`src/hdl/bps_pkg.sv`:
```
// ----------------------------------------------------------------------------
// bps_pkg
// Shared types and opcodes for the buzzer pattern sequencer.
// ----------------------------------------------------------------------------
package bps_pkg;

    // Request opcodes; codes 6 and 7 carry no meaning and are ignored.
    typedef enum logic [2:0] {
        OP_TICK   = 3'd0,
        OP_SINGLE = 3'd1,
        OP_MULTI  = 3'd2,
        OP_CLEAR  = 3'd3,
        OP_PUSH   = 3'd4,
        OP_START  = 3'd5
    } opcode_t;

    localparam int DUR_W = 8;
    localparam int CNT_W = 8;
    localparam int POS_OUT_W = 5;

    // One request item.
    typedef struct packed {
        opcode_t            opcode;
        logic [DUR_W-1:0]   duration;
        logic [CNT_W-1:0]   repeat_count;
    } req_item_t;

    // One result item.
    typedef struct packed {
        logic                   buzzer_on;
        logic                   playing;
        logic [POS_OUT_W-1:0]   position;
    } rsp_item_t;

endpackage

```
`src/hdl/bps_table.sv`:
```
// ----------------------------------------------------------------------------
// bps_table
// Duration table: a synchronous single-write, single-read memory with one
// valid bit per entry, so that reset and the clear command empty it at once.
// ----------------------------------------------------------------------------
module bps_table #(
    parameter int DEPTH = 16
) (
    input  logic                                clk,
    input  logic                                rst_n,
    input  logic                                rd_en,
    input  logic [$clog2(DEPTH)-1:0]            rd_addr,
    output logic [bps_pkg::DUR_W-1:0]           rd_data,
    input  logic                                wr_en,
    input  logic [$clog2(DEPTH)-1:0]            wr_addr,
    input  logic [bps_pkg::DUR_W-1:0]           wr_data,
    input  logic                                clr
);

    logic [bps_pkg::DUR_W-1:0]  mem [DEPTH];
    logic [DEPTH-1:0]           valid_reg;
    logic [bps_pkg::DUR_W-1:0]  rd_data_reg;
    logic                       rd_valid_reg;

    // Storage array and its registered read port.
    always_ff @(posedge clk)
    begin
        if (wr_en)
        begin
            mem[wr_addr] <= wr_data;
        end
        if (rd_en)
        begin
            rd_data_reg <= mem[rd_addr];
        end
    end

    // Valid bits: an entry that was never written since the last clear reads as zero.
    always_ff @(posedge clk or negedge rst_n)
    begin
        if (!rst_n)
        begin
            valid_reg    <= '0;
            rd_valid_reg <= 1'b0;
        end
        else
        begin
            if (clr)
            begin
                valid_reg <= '0;
            end
            else if (wr_en)
            begin
                valid_reg[wr_addr] <= 1'b1;
            end
            if (rd_en)
            begin
                rd_valid_reg <= valid_reg[rd_addr];
            end
        end
    end

    assign rd_data = rd_valid_reg ? rd_data_reg : '0;

endmodule

```
`src/hdl/beep_pattern_sequencer.sv`:
```
// ----------------------------------------------------------------------------
// beep_pattern_sequencer
// Buzzer pattern player built around a table of tick durations.
// ----------------------------------------------------------------------------
// Usage:
//   Requests arrive on req (req_valid/req_ready): a tick from a timer, or a
//   command from software (single beep, multiple beeps, clear, push, start).
//   Every request yields exactly one result on rsp (rsp_valid/rsp_ready)
//   carrying the buzzer level, the playing flag and the table position.
//   Commands other than tick are ignored while a pattern is playing.
//   An accepted request passes through the final stage, where its result is
//   registered; a multiple-beep load first sweeps the table, writing one entry
//   per step, up to TABLE_DEPTH entries. One request is in flight at a time,
//   so the block takes no new request until the current one has its result;
//   the table entry is read when a request is accepted and written back in the final stage.
//   A new request is accepted while an earlier result still waits on rsp.
//   If the receiver stalls, the finished request holds in the final stage
//   until the waiting result has been taken.
//   Reset clears the table (through per-entry valid bits, no clearing pass),
//   rewinds the position to zero, and leaves the player idle and silent.
// ----------------------------------------------------------------------------
module beep_pattern_sequencer #(
    parameter int TABLE_DEPTH = 16
) (
    input  logic                clk,
    input  logic                rst_n,
    input  logic                req_valid,
    output logic                req_ready,
    input  bps_pkg::req_item_t  req,
    output logic                rsp_valid,
    input  logic                rsp_ready,
    output bps_pkg::rsp_item_t  rsp
);

    localparam int PW = $clog2(TABLE_DEPTH + 1);
    localparam int IW = $clog2(TABLE_DEPTH);
    localparam logic [PW-1:0] DEPTH_P = PW'(TABLE_DEPTH);
    localparam logic [bps_pkg::CNT_W:0] DEPTH_N = (bps_pkg::CNT_W + 1)'(TABLE_DEPTH);
    localparam logic [IW-1:0] LAST_IDX = IW'(TABLE_DEPTH - 1);

    typedef enum logic [1:0] {
        S_IDLE,
        S_FILL,
        S_EXEC
    } state_t;

    state_t                     state_reg, state_next;
    bps_pkg::req_item_t         req_reg, req_next;
    logic [PW-1:0]              pos_reg, pos_next;
    logic                       active_reg, active_next;
    logic                       buzz_reg, buzz_next;
    logic [IW-1:0]              fill_cnt_reg, fill_cnt_next;
    logic [IW-1:0]              fill_last_reg, fill_last_next;
    bps_pkg::rsp_item_t         rsp_reg, rsp_next;
    logic                       rsp_valid_reg, rsp_valid_next;

    logic                       accept;
    logic                       commit;
    logic                       pos_in_range;
    logic [IW-1:0]              pos_idx;
    logic [PW-1:0]              pos_plus;
    logic [bps_pkg::CNT_W:0]    fill_n;
    logic [PW+bps_pkg::POS_OUT_W-1:0] pos_ext;

    logic                       tbl_wr_en;
    logic [IW-1:0]              tbl_wr_addr;
    logic [bps_pkg::DUR_W-1:0]  tbl_wr_data;
    logic                       tbl_clr;
    logic [bps_pkg::DUR_W-1:0]  tbl_rd_data;

    // Handshake and position helpers.
    assign req_ready    = (state_reg == S_IDLE);
    assign accept       = req_valid && req_ready;
    assign commit       = (state_reg == S_EXEC) && (!rsp_valid_reg || rsp_ready);
    assign pos_in_range = (pos_reg < DEPTH_P);
    assign pos_idx      = pos_in_range ? pos_reg[IW-1:0] : '0;
    assign pos_plus     = pos_reg + 1'b1;
    assign fill_n       = {req.repeat_count, 1'b0};
    assign pos_ext      = {{bps_pkg::POS_OUT_W{1'b0}}, pos_next};

    // The entry at the current position is read when a request is accepted.
    bps_table #(
        .DEPTH(TABLE_DEPTH)
    ) u_table (
        .clk     (clk),
        .rst_n   (rst_n),
        .rd_en   (accept),
        .rd_addr (pos_idx),
        .rd_data (tbl_rd_data),
        .wr_en   (tbl_wr_en),
        .wr_addr (tbl_wr_addr),
        .wr_data (tbl_wr_data),
        .clr     (tbl_clr)
    );

    // Next-state logic: table sweep for multiple beeps, then the final update.
    always_comb
    begin
        state_next     = state_reg;
        req_next       = req_reg;
        pos_next       = pos_reg;
        active_next    = active_reg;
        buzz_next      = buzz_reg;
        fill_cnt_next  = fill_cnt_reg;
        fill_last_next = fill_last_reg;
        rsp_next       = rsp_reg;
        rsp_valid_next = rsp_valid_reg;
        tbl_wr_en      = 1'b0;
        tbl_wr_addr    = pos_idx;
        tbl_wr_data    = req_reg.duration;
        tbl_clr        = 1'b0;

        if (rsp_valid_reg && rsp_ready)
        begin
            rsp_valid_next = 1'b0;
        end

        unique case (state_reg)
            S_IDLE:
            begin
                if (accept)
                begin
                    req_next = req;
                    if ((req.opcode == bps_pkg::OP_MULTI) && !active_reg &&
                        (fill_n != '0))
                    begin
                        fill_cnt_next  = '0;
                        fill_last_next = (fill_n >= DEPTH_N) ? LAST_IDX
                                                             : IW'(fill_n - 1'b1);
                        state_next     = S_FILL;
                    end
                    else
                    begin
                        state_next = S_EXEC;
                    end
                end
            end

            S_FILL:
            begin
                tbl_wr_en     = 1'b1;
                tbl_wr_addr   = fill_cnt_reg;
                fill_cnt_next = fill_cnt_reg + 1'b1;
                if (fill_cnt_reg == fill_last_reg)
                begin
                    state_next = S_EXEC;
                end
            end

            S_EXEC:
            begin
                if (commit)
                begin
                    if (req_reg.opcode == bps_pkg::OP_TICK)
                    begin
                        if (!active_reg)
                        begin
                            buzz_next = 1'b0;
                        end
                        else if (!pos_in_range)
                        begin
                            pos_next    = '0;
                            active_next = 1'b0;
                            buzz_next   = 1'b0;
                        end
                        else
                        begin
                            buzz_next = !pos_reg[0];
                            if (tbl_rd_data != '0)
                            begin
                                tbl_wr_en   = 1'b1;
                                tbl_wr_data = tbl_rd_data - 1'b1;
                            end
                            else if (pos_plus == DEPTH_P)
                            begin
                                pos_next    = '0;
                                active_next = 1'b0;
                            end
                            else
                            begin
                                pos_next = pos_plus;
                            end
                        end
                    end
                    else if (!active_reg)
                    begin
                        unique case (req_reg.opcode)
                            bps_pkg::OP_SINGLE:
                            begin
                                tbl_wr_en   = 1'b1;
                                tbl_wr_addr = '0;
                                active_next = 1'b1;
                            end
                            bps_pkg::OP_MULTI:
                            begin
                                active_next = 1'b1;
                            end
                            bps_pkg::OP_CLEAR:
                            begin
                                tbl_clr  = 1'b1;
                                pos_next = '0;
                            end
                            bps_pkg::OP_PUSH:
                            begin
                                if (pos_in_range)
                                begin
                                    tbl_wr_en = 1'b1;
                                    pos_next  = pos_plus;
                                end
                            end
                            bps_pkg::OP_START:
                            begin
                                active_next = 1'b1;
                                pos_next    = '0;
                            end
                            default:
                            begin
                            end
                        endcase
                    end

                    rsp_next.buzzer_on = buzz_next;
                    rsp_next.playing   = active_next;
                    rsp_next.position  = pos_ext[bps_pkg::POS_OUT_W-1:0];
                    rsp_valid_next     = 1'b1;
                    state_next         = S_IDLE;
                end
            end

            default:
            begin
                state_next = S_IDLE;
            end
        endcase
    end

    // Control state and the result valid flag.
    always_ff @(posedge clk or negedge rst_n)
    begin
        if (!rst_n)
        begin
            state_reg     <= S_IDLE;
            pos_reg       <= '0;
            active_reg    <= 1'b0;
            buzz_reg      <= 1'b0;
            fill_cnt_reg  <= '0;
            fill_last_reg <= '0;
            rsp_valid_reg <= 1'b0;
        end
        else
        begin
            state_reg     <= state_next;
            pos_reg       <= pos_next;
            active_reg    <= active_next;
            buzz_reg      <= buzz_next;
            fill_cnt_reg  <= fill_cnt_next;
            fill_last_reg <= fill_last_next;
            rsp_valid_reg <= rsp_valid_next;
        end
    end

    // Payload registers need no reset.
    always_ff @(posedge clk)
    begin
        req_reg <= req_next;
        rsp_reg <= rsp_next;
    end

    assign rsp_valid = rsp_valid_reg;
    assign rsp       = rsp_reg;

`ifndef ASSERT_OFF
    // The position never runs past the end of the table.
    assert property (@(posedge clk) disable iff (!rst_n) pos_reg <= DEPTH_P)
        else $error("table position beyond table depth");

    // A table sweep only runs while the player is idle.
    assert property (@(posedge clk) disable iff (!rst_n)
        (state_reg == S_FILL) |-> !active_reg)
        else $error("table sweep while playing");

    // The sweep counter stays within the span being written.
    assert property (@(posedge clk) disable iff (!rst_n)
        (state_reg == S_FILL) |-> (fill_cnt_reg <= fill_last_reg))
        else $error("sweep counter past its last entry");

    // An accepted request moves on to the table sweep or to the final stage.
    assert property (@(posedge clk) disable iff (!rst_n)
        accept |=> (state_reg == S_FILL) || (state_reg == S_EXEC))
        else $error("accepted request did not leave the idle state");

    // A table write never coincides with a clear.
    assert property (@(posedge clk) disable iff (!rst_n) !(tbl_wr_en && tbl_clr))
        else $error("table write and clear in the same cycle");
`endif

endmodule
```
`config.mk`:
```
export PLATFORM = sky130hd
export DESIGN_NAME = beep_pattern_sequencer
export DESIGN_NICKNAME = d
export VERILOG_FILES = /design/src/hdl/bps_pkg.sv /design/src/hdl/bps_table.sv /design/src/hdl/beep_pattern_sequencer.sv
export SDC_FILE = /design/constraint.sdc
export NUM_CORES = 1
export LEC_CHECK = 0
export BUFFER_PORTS_ARGS = -buffer_cell sky130_fd_sc_hd__clkbuf_2
export CAP_MARGIN = 20
export CORE_UTILIZATION = 60
export CTS_CLUSTER_DIAMETER = 80
export DETAILED_ROUTE_END_ITERATION = 8
export PLACE_DENSITY = 0.78
export SETUP_SLACK_MARGIN = 0.3
export SYNTH_ARGS = -nofsm -noshare
export SYNTH_HDL_FRONTEND = slang
export SYNTH_HIERARCHICAL = 1
export SYNTH_SLANG_ARGS = --single-unit
```
`constraint.sdc`:
```
create_clock -name clk -period 4.2 [get_ports clk]
set_clock_uncertainty 0.1 [all_clocks]
set_input_delay 0.21 -clock clk [delete_from_list [all_inputs] [get_ports clk]]
set_output_delay 0.21 -clock clk [all_outputs]
set_load 0.01 [all_outputs]
```
# Word level (Yosys, flattened, before mapping)
# Memories as Yosys holds them, arrays and structs flattened. A register that Yosys moved wholly into a read port is not among the register bits.
# Index checks and enable logic that the tools add are counted.
[totals] wordCells=129 output_inout_bits=9 register_bits=53 mem_bits_rw=128 mem_count=1 inputBits=23
[classes] magnitude_cmp=5 reduce_logical=23 n_eq_ne=14 n_bitwise=1 addsub=4 muxes=67
[mem_list] name="u_table.mem" words=16 width=8 rd=1 rd_ports_with_merged_regs=1 wr=1 line_no="bps_table.sv:20" source="logic [bps_pkg::DUR_W-1:0] mem [DEPTH];"
[ops] cell="$mux W8" n=7
[ops] cell="$mux W5" n=9
[ops] cell="$mux W16" n=2
[ops] cell="$mux W4" n=8
[ops] cell="$mux W1" n=29
[ops] cell="$or A16 B16 Y16" n=1
[ops] cell="$pmux W4 S2" n=2
[ops] cell="$lt A4 B5 Y1 const B" n=2
[ops] cell="$pmux W5 S2" n=1
[ops] cell="$eq A3 B2 Y1 const B" n=3
[ops] cell="$ge A9 B5 Y1 const B" n=1
[ops] cell="$reduce_and A3 Y1" n=3
[ops] cell="$reduce_bool A9 Y1" n=1
[ops] cell="$mux W2" n=4
[ops] cell="$reduce_bool A8 Y1" n=1
[ops] cell="$sub A8 B1 Y8 const B" n=1
[ops] cell="$eq A3 B3 Y1 const B" n=2
[ops] cell="$logic_and A1 B1 Y1" n=6
[ops] cell="$pmux W2 S3" n=1
[ops] cell="$add A5 B1 Y5 const B" n=1
[ops] cell="$eq A5 B5 Y1 const B" n=1
[ops] cell="$lt A5 B5 Y1 const B" n=1
[ops] cell="$add A4 B1 Y4 const B" n=1
[ops] cell="$bmux W1 S4" n=1
[ops] cell="other kinds (18)" n=25

# Longest topological paths before layout
[logic_depth] depth_word=14 mapped_depth=11 ltp_nobuf=10

# Modules after synthesis
# Netlist, hierarchy kept.
[modules_own_cells] mod="bps_table" seq_area_each_um2=4509.3 n_inst=1 cells_per_inst=276 area_each_um2=6019.5
[modules_own_cells] mod="beep_pattern_sequencer" seq_area_each_um2=991.0 n_inst=1 cells_per_inst=221 area_each_um2=2159.6

# Worst setup path after synthesis
# Ideal clock, no wire load.
[synth_path] path_type="flip-flop to flip-flop" start="reg u_table.rd_valid_reg" end="mem u_table/mem[0][0] (netlist name) (enable)" path_slack_ns=0.966 setup_time_ns=0.386 path_buffers=1 stages_incl_launch_ff=10 period_less_slack_ns=3.234 arrival_time_ns=2.749 required_ns=3.714 path_cell_list="dfrtp_1 and2_1 inv_1 ha_1 or3b_1 o21ai_1 buf_2 a21boi_0 or3b_1 nor3_1"
[synth_between] elab_chain_cells=10
[synth_lines] element="start: declaration" line_no="bps_table.sv:23" source="logic rd_valid_reg;"
[synth_lines] element="start signal: assignment" line_no="bps_table.sv:58" source="rd_valid_reg <= valid_reg[rd_addr];"
[synth_lines] element="$mux W8" line_no="bps_table.sv:63" source="assign rd_data = rd_valid_reg ? rd_data_reg : '0;"
[synth_lines] element="via tbl_rd_data, one bit" line_no="beep_pattern_sequencer.sv:69" source="logic [bps_pkg::DUR_W-1:0] tbl_rd_data;"
[synth_lines] element="$reduce_bool A8 Y1" line_no="beep_pattern_sequencer.sv:169" source="if (tbl_rd_data != '0)"
[synth_lines] element="$mux W1" line_no="beep_pattern_sequencer.sv:169"
[synth_lines] element="$mux W1" line_no="beep_pattern_sequencer.sv:160" source="else if (!pos_in_range)"
[synth_lines] element="$mux W1" line_no="beep_pattern_sequencer.sv:156" source="if (!active_reg)"
[synth_lines] element="$mux W1" line_no="beep_pattern_sequencer.sv:154" source="if (req_reg.opcode == bps_pkg::OP_TICK)"
[synth_lines] element="$mux W1" line_no="beep_pattern_sequencer.sv:152" source="if (commit)"
[synth_lines] element="$pmux W1 S2" line_no="beep_pattern_sequencer.sv:118" source="unique case (state_reg)"
[synth_lines] element="via tbl_wr_en" line_no="beep_pattern_sequencer.sv:65" source="logic tbl_wr_en;"
[synth_lines] element="$mux W1" line_no="bps_table.sv:28" source="if (wr_en)"
[synth_lines] element="$mux W1 (implied by the code)" line_no="bps_table.sv:30" source="mem[wr_addr] <= wr_data;"
[synth_lines] element="end: declaration" line_no="bps_table.sv:20"
# The timed path passes the listed nets, and every way through them passes these cells.

# Final worst setup path
[layout_path] start="reg req_reg[18] (netlist name)" end="mem u_table/mem[2][2] (netlist name) (enable)"
[layout_between] elab_chain_cells=8 elab_cells_between_ends=15 classes_between="eq/ne: 2; mux: 12; reduce/logical: 1"
[layout_lines] element="start: declaration" line_no="beep_pattern_sequencer.sv:48" source="bps_pkg::req_item_t req_reg, req_next;"
[layout_lines] element="start signal: assignment" line_no="beep_pattern_sequencer.sv:265" source="req_reg <= req_next;"
[layout_lines] element="$eq A3 B3 Y1 or $eq A3 B1 Y1 (tied branches)" line_no="beep_pattern_sequencer.sv:187" source="unique case (req_reg.opcode)"
[layout_lines] element="$pmux W1 S2" line_no="beep_pattern_sequencer.sv:187"
[layout_lines] element="$mux W1" line_no="beep_pattern_sequencer.sv:185" source="else if (!active_reg)"
[layout_lines] element="$mux W1 *" line_no="beep_pattern_sequencer.sv:154"
[layout_lines] element="$mux W1 *" line_no="beep_pattern_sequencer.sv:152"
[layout_lines] element="$pmux W1 S2 *" line_no="beep_pattern_sequencer.sv:118"
[layout_lines] element="via tbl_wr_en" line_no="beep_pattern_sequencer.sv:65"
[layout_lines] element="$mux W1 *" line_no="bps_table.sv:28"
[layout_lines] element="$mux W1 (implied by the code) *" line_no="bps_table.sv:30"
# The timed path passes the listed nets; every way through them passes the cells marked *.

==> results.sh <==
export IMPL_status="finished clean"
export IMPL_ys_async_sr_fraction=0.185
export IMPL_setup_viol=0
export IMPL_coreArea_mm2=0.0132
export IMPL_largest_reg_flops=128
export IMPL_finish_utilization=0.700
export IMPL_min_period_over_period=0.865
export IMPL_cts_tree="built"
export IMPL_ant_nets=0
export IMPL_synth_top_area_share=0.565
export IMPL_fmax_mhz=275
export IMPL_gr_total_overflow=0
export IMPL_reg2reg_from="req_reg[18]$_DFFE_PP_"
export IMPL_finalPower_mw=5.34
export IMPL_multi_input_area_mm2=0.00252
export IMPL_min_path_cells=4
export IMPL_synth_most_common_cell="edfxtp_1"
export IMPL_synth_cells=497
export IMPL_synth_seq_cells=189
export IMPL_grt_antenna_before_repair=0
export IMPL_initial_utilization=0.618
export IMPL_clk_pin_slew_worst_paths_ps=70
export IMPL_syn_avg_cell_area_um2=16.5
export IMPL_path_delay_family="simple AND/OR/NAND/NOR gates"
export IMPL_cts_root_buffer="clkbuf_16"
export IMPL_fp_dieArea_mm2=0.0141
export IMPL_crit_end="u_table/mem[2][2]$_DFFE_PP_"
export IMPL_regToRegEndpoint="u_table/mem[2][2]$_DFFE_PP_"
export IMPL_clk_latency_ps=440
export IMPL_cp_start_kind="flop"
export IMPL_fp_row_count=42
export IMPL_place_area_mm2=0.00855
export IMPL_htreeDepth=4
export IMPL_port_buffers=31
export IMPL_dr_pass1_iters=5
export IMPL_r2r_slack_ps=560
export IMPL_end_kind="flop"
export IMPL_numCtsBuffers=17
export IMPL_synth_distinct_cells=60
export IMPL_yosysSeqAreaShare=0.672
export IMPL_worstPathArrival_ps=3600
export IMPL_grt_pass1_wl_um=26900
export IMPL_drt_iter0_drc=682
export IMPL_synth_commonest_cells="edfxtp_1, nor2_1, dfrtp_1, mux4_1, nand2_1"
export IMPL_drive_above_1_share=0.189
export IMPL_cts_sinks=189
export IMPL_min_period_ps=3640
export IMPL_design_area_mm2=0.00926
export IMPL_synth_edf_count=154
export IMPL_area_growth_pct=13.3
export IMPL_hold_viol=0
export IMPL_max_slew_margin=0.323
export IMPL_dieHeight_um=119
export IMPL_hold_class="in2reg"
export IMPL_leakage_nw=3.32
export IMPL_critPathLaunch="req_reg[18]$_DFFE_PP_"
export IMPL_reg2regPathDepth=6
export IMPL_grt_pass1_vias=4814
export IMPL_vias_per_cell=6.45
export IMPL_critical_path_max_stage_delay_ps=600
export IMPL_grt_start_max_net_pins=36
export IMPL_syn_num_nets=530
export IMPL_worst_path_buf_inv=0
export IMPL_cts_buffer_depth=2
export IMPL_nFillCells=823
export IMPL_seqCellArea_mm2=0.00550
export IMPL_slowest_stage="nor2_1"
export IMPL_crit_required_ps=4170
export IMPL_worstSetupPathType="reg2reg"
export IMPL_netlist_area_mm2=0.00818
export IMPL_chipWidth_um=119
export IMPL_p_per_area_mw_per_mm2=576
export IMPL_post_cts_repair_setup_buffers=0
export IMPL_maxCapViolations=0
export IMPL_peakVddDrop_mv=0.338
export IMPL_synth_main_ff_cell="edfxtp_1"
export IMPL_yosysWarnings=6
export IMPL_via_count=4792
export IMPL_final_setup_tns_ps=0
export IMPL_worst_pin_slew_ps=1010
export IMPL_rsz0062_at_grt="false"
export IMPL_crit_chain="nor3_1, and4_1, o21ai_1, a21boi_1, or3b_1, nor2_1"
export IMPL_antenna_cells=0
export IMPL_yosys_area_top_type="edfxtp_1"
export IMPL_ios=32
export IMPL_wirelength_um=17200
export IMPL_cp_max_fo=15
export IMPL_drcViolationCount=0
export IMPL_slew_violations=0
export IMPL_cp_num_cells=6
export IMPL_grt_total_usage=0.263
export IMPL_gp_congestion=0.879
export IMPL_drt_wirelength_per_cell_um=23.1
export IMPL_dp_hpwl_um=11000
export IMPL_num_nets_final=587
export IMPL_netlist_top_cells_area="edfxtp_1, dfrtp_1, mux4_1, mux4_2, nor2_1"
cells in the final DEF, fill, tap and decap left out, drive strengths merged, types with 12 or more instances in the layout:
master       instances
buf                 15
clkbuf              50
dfrtp               35
dlygate4sd3         13
edfxtp             154
inv                 23
mux4                44
nand2               24
nand2b              12
nand3               13
nor2                55
o21ai               18
area by class of cell:
class	instances	share of cell area
sequential	189	0.594
inverter	14	0.00567
clock buffer	19	0.0467
multi-input combinational	273	0.272
tap	176	0.0238
timing repair buffer	59	0.0451
clock inverter	13	0.0128
how the worst min path moves through the flow:
stage                                        end      start  slack, ps
2_1_floorplan             active_reg$_DFFE_PN0P_      rst_n       -190
3_3_place_gp   u_table/valid_reg[12]$_DFFE_PN0P_      rst_n        290
3_5_place_dp                req_reg[9]$_DFFE_PP_     req[9]        290
4_1_cts                 state_reg[1]$_DFFE_PN0P_  req_valid         90
5_1_grt                 state_reg[1]$_DFFE_PN0P_  req_valid        110
6_report                state_reg[1]$_DFFE_PN0P_  req_valid        100
routing by layer:
| metal | track usage | vias up | part of all wire |
|---|---|---|---|
| met5 | 0 | - | 0 |
| met4 | 0.0894 | 0 | 0.018 |
| met3 | 0.0594 | 34 | 0.079 |
| met2 | 0.421 | 257 | 0.49 |
| met1 | 0.361 | 2424 | 0.41 |
| li1 | - | 2077 | - |
through the flow:
stage	instances	hold WS (ps)	worst slack [ps]
floorplan	497	-186	966
global placement	694	288	729
detailed placement	695	289	472
CTS	740	89.1	431
global route	743	111	346
finish	743	103	565
cell families (layout without fill, tap and decap cells):
family                   after synthesis  after routing  synth area share
flip-flops                           189            189             0.672
AND/OR/NAND/NOR                      147            147            0.0899
AO/OA/AOI/OAI                         58             58            0.0500
multiplexers                          49             49             0.140
buffers and inverters                 35            105            0.0223
adder cells (fa/ha/maj)               10             10            0.0153
XOR/XNOR                               9              9           0.00964
repair_timing:
action / in CTS / in global routing
hold buffers: 13 / 0
resized for setup: 0 / 2
endpoints found under the hold margin: 47 / 0
setup endpoints to repair: 0 / 107
report_power, final:
| part | internal [mW] | total [mW] | switching [mW] |
|---|---|---|---|
| clock network | 0.784 | 1.51 | 0.726 |
| logic | 0.607 | 1.38 | 0.770 |
| registers | 2.31 | 2.45 | 0.144 |
worst reg2reg max path, cell delays in order (launching register included):
cell and delay (ps):
edfxtp_1 540, nor3_1 350, and4_1 340, o21ai_1 380, a21boi_1 510, or3b_1 450
nor2_1 600
Note: power is estimated with default switching activity, not from simulation.
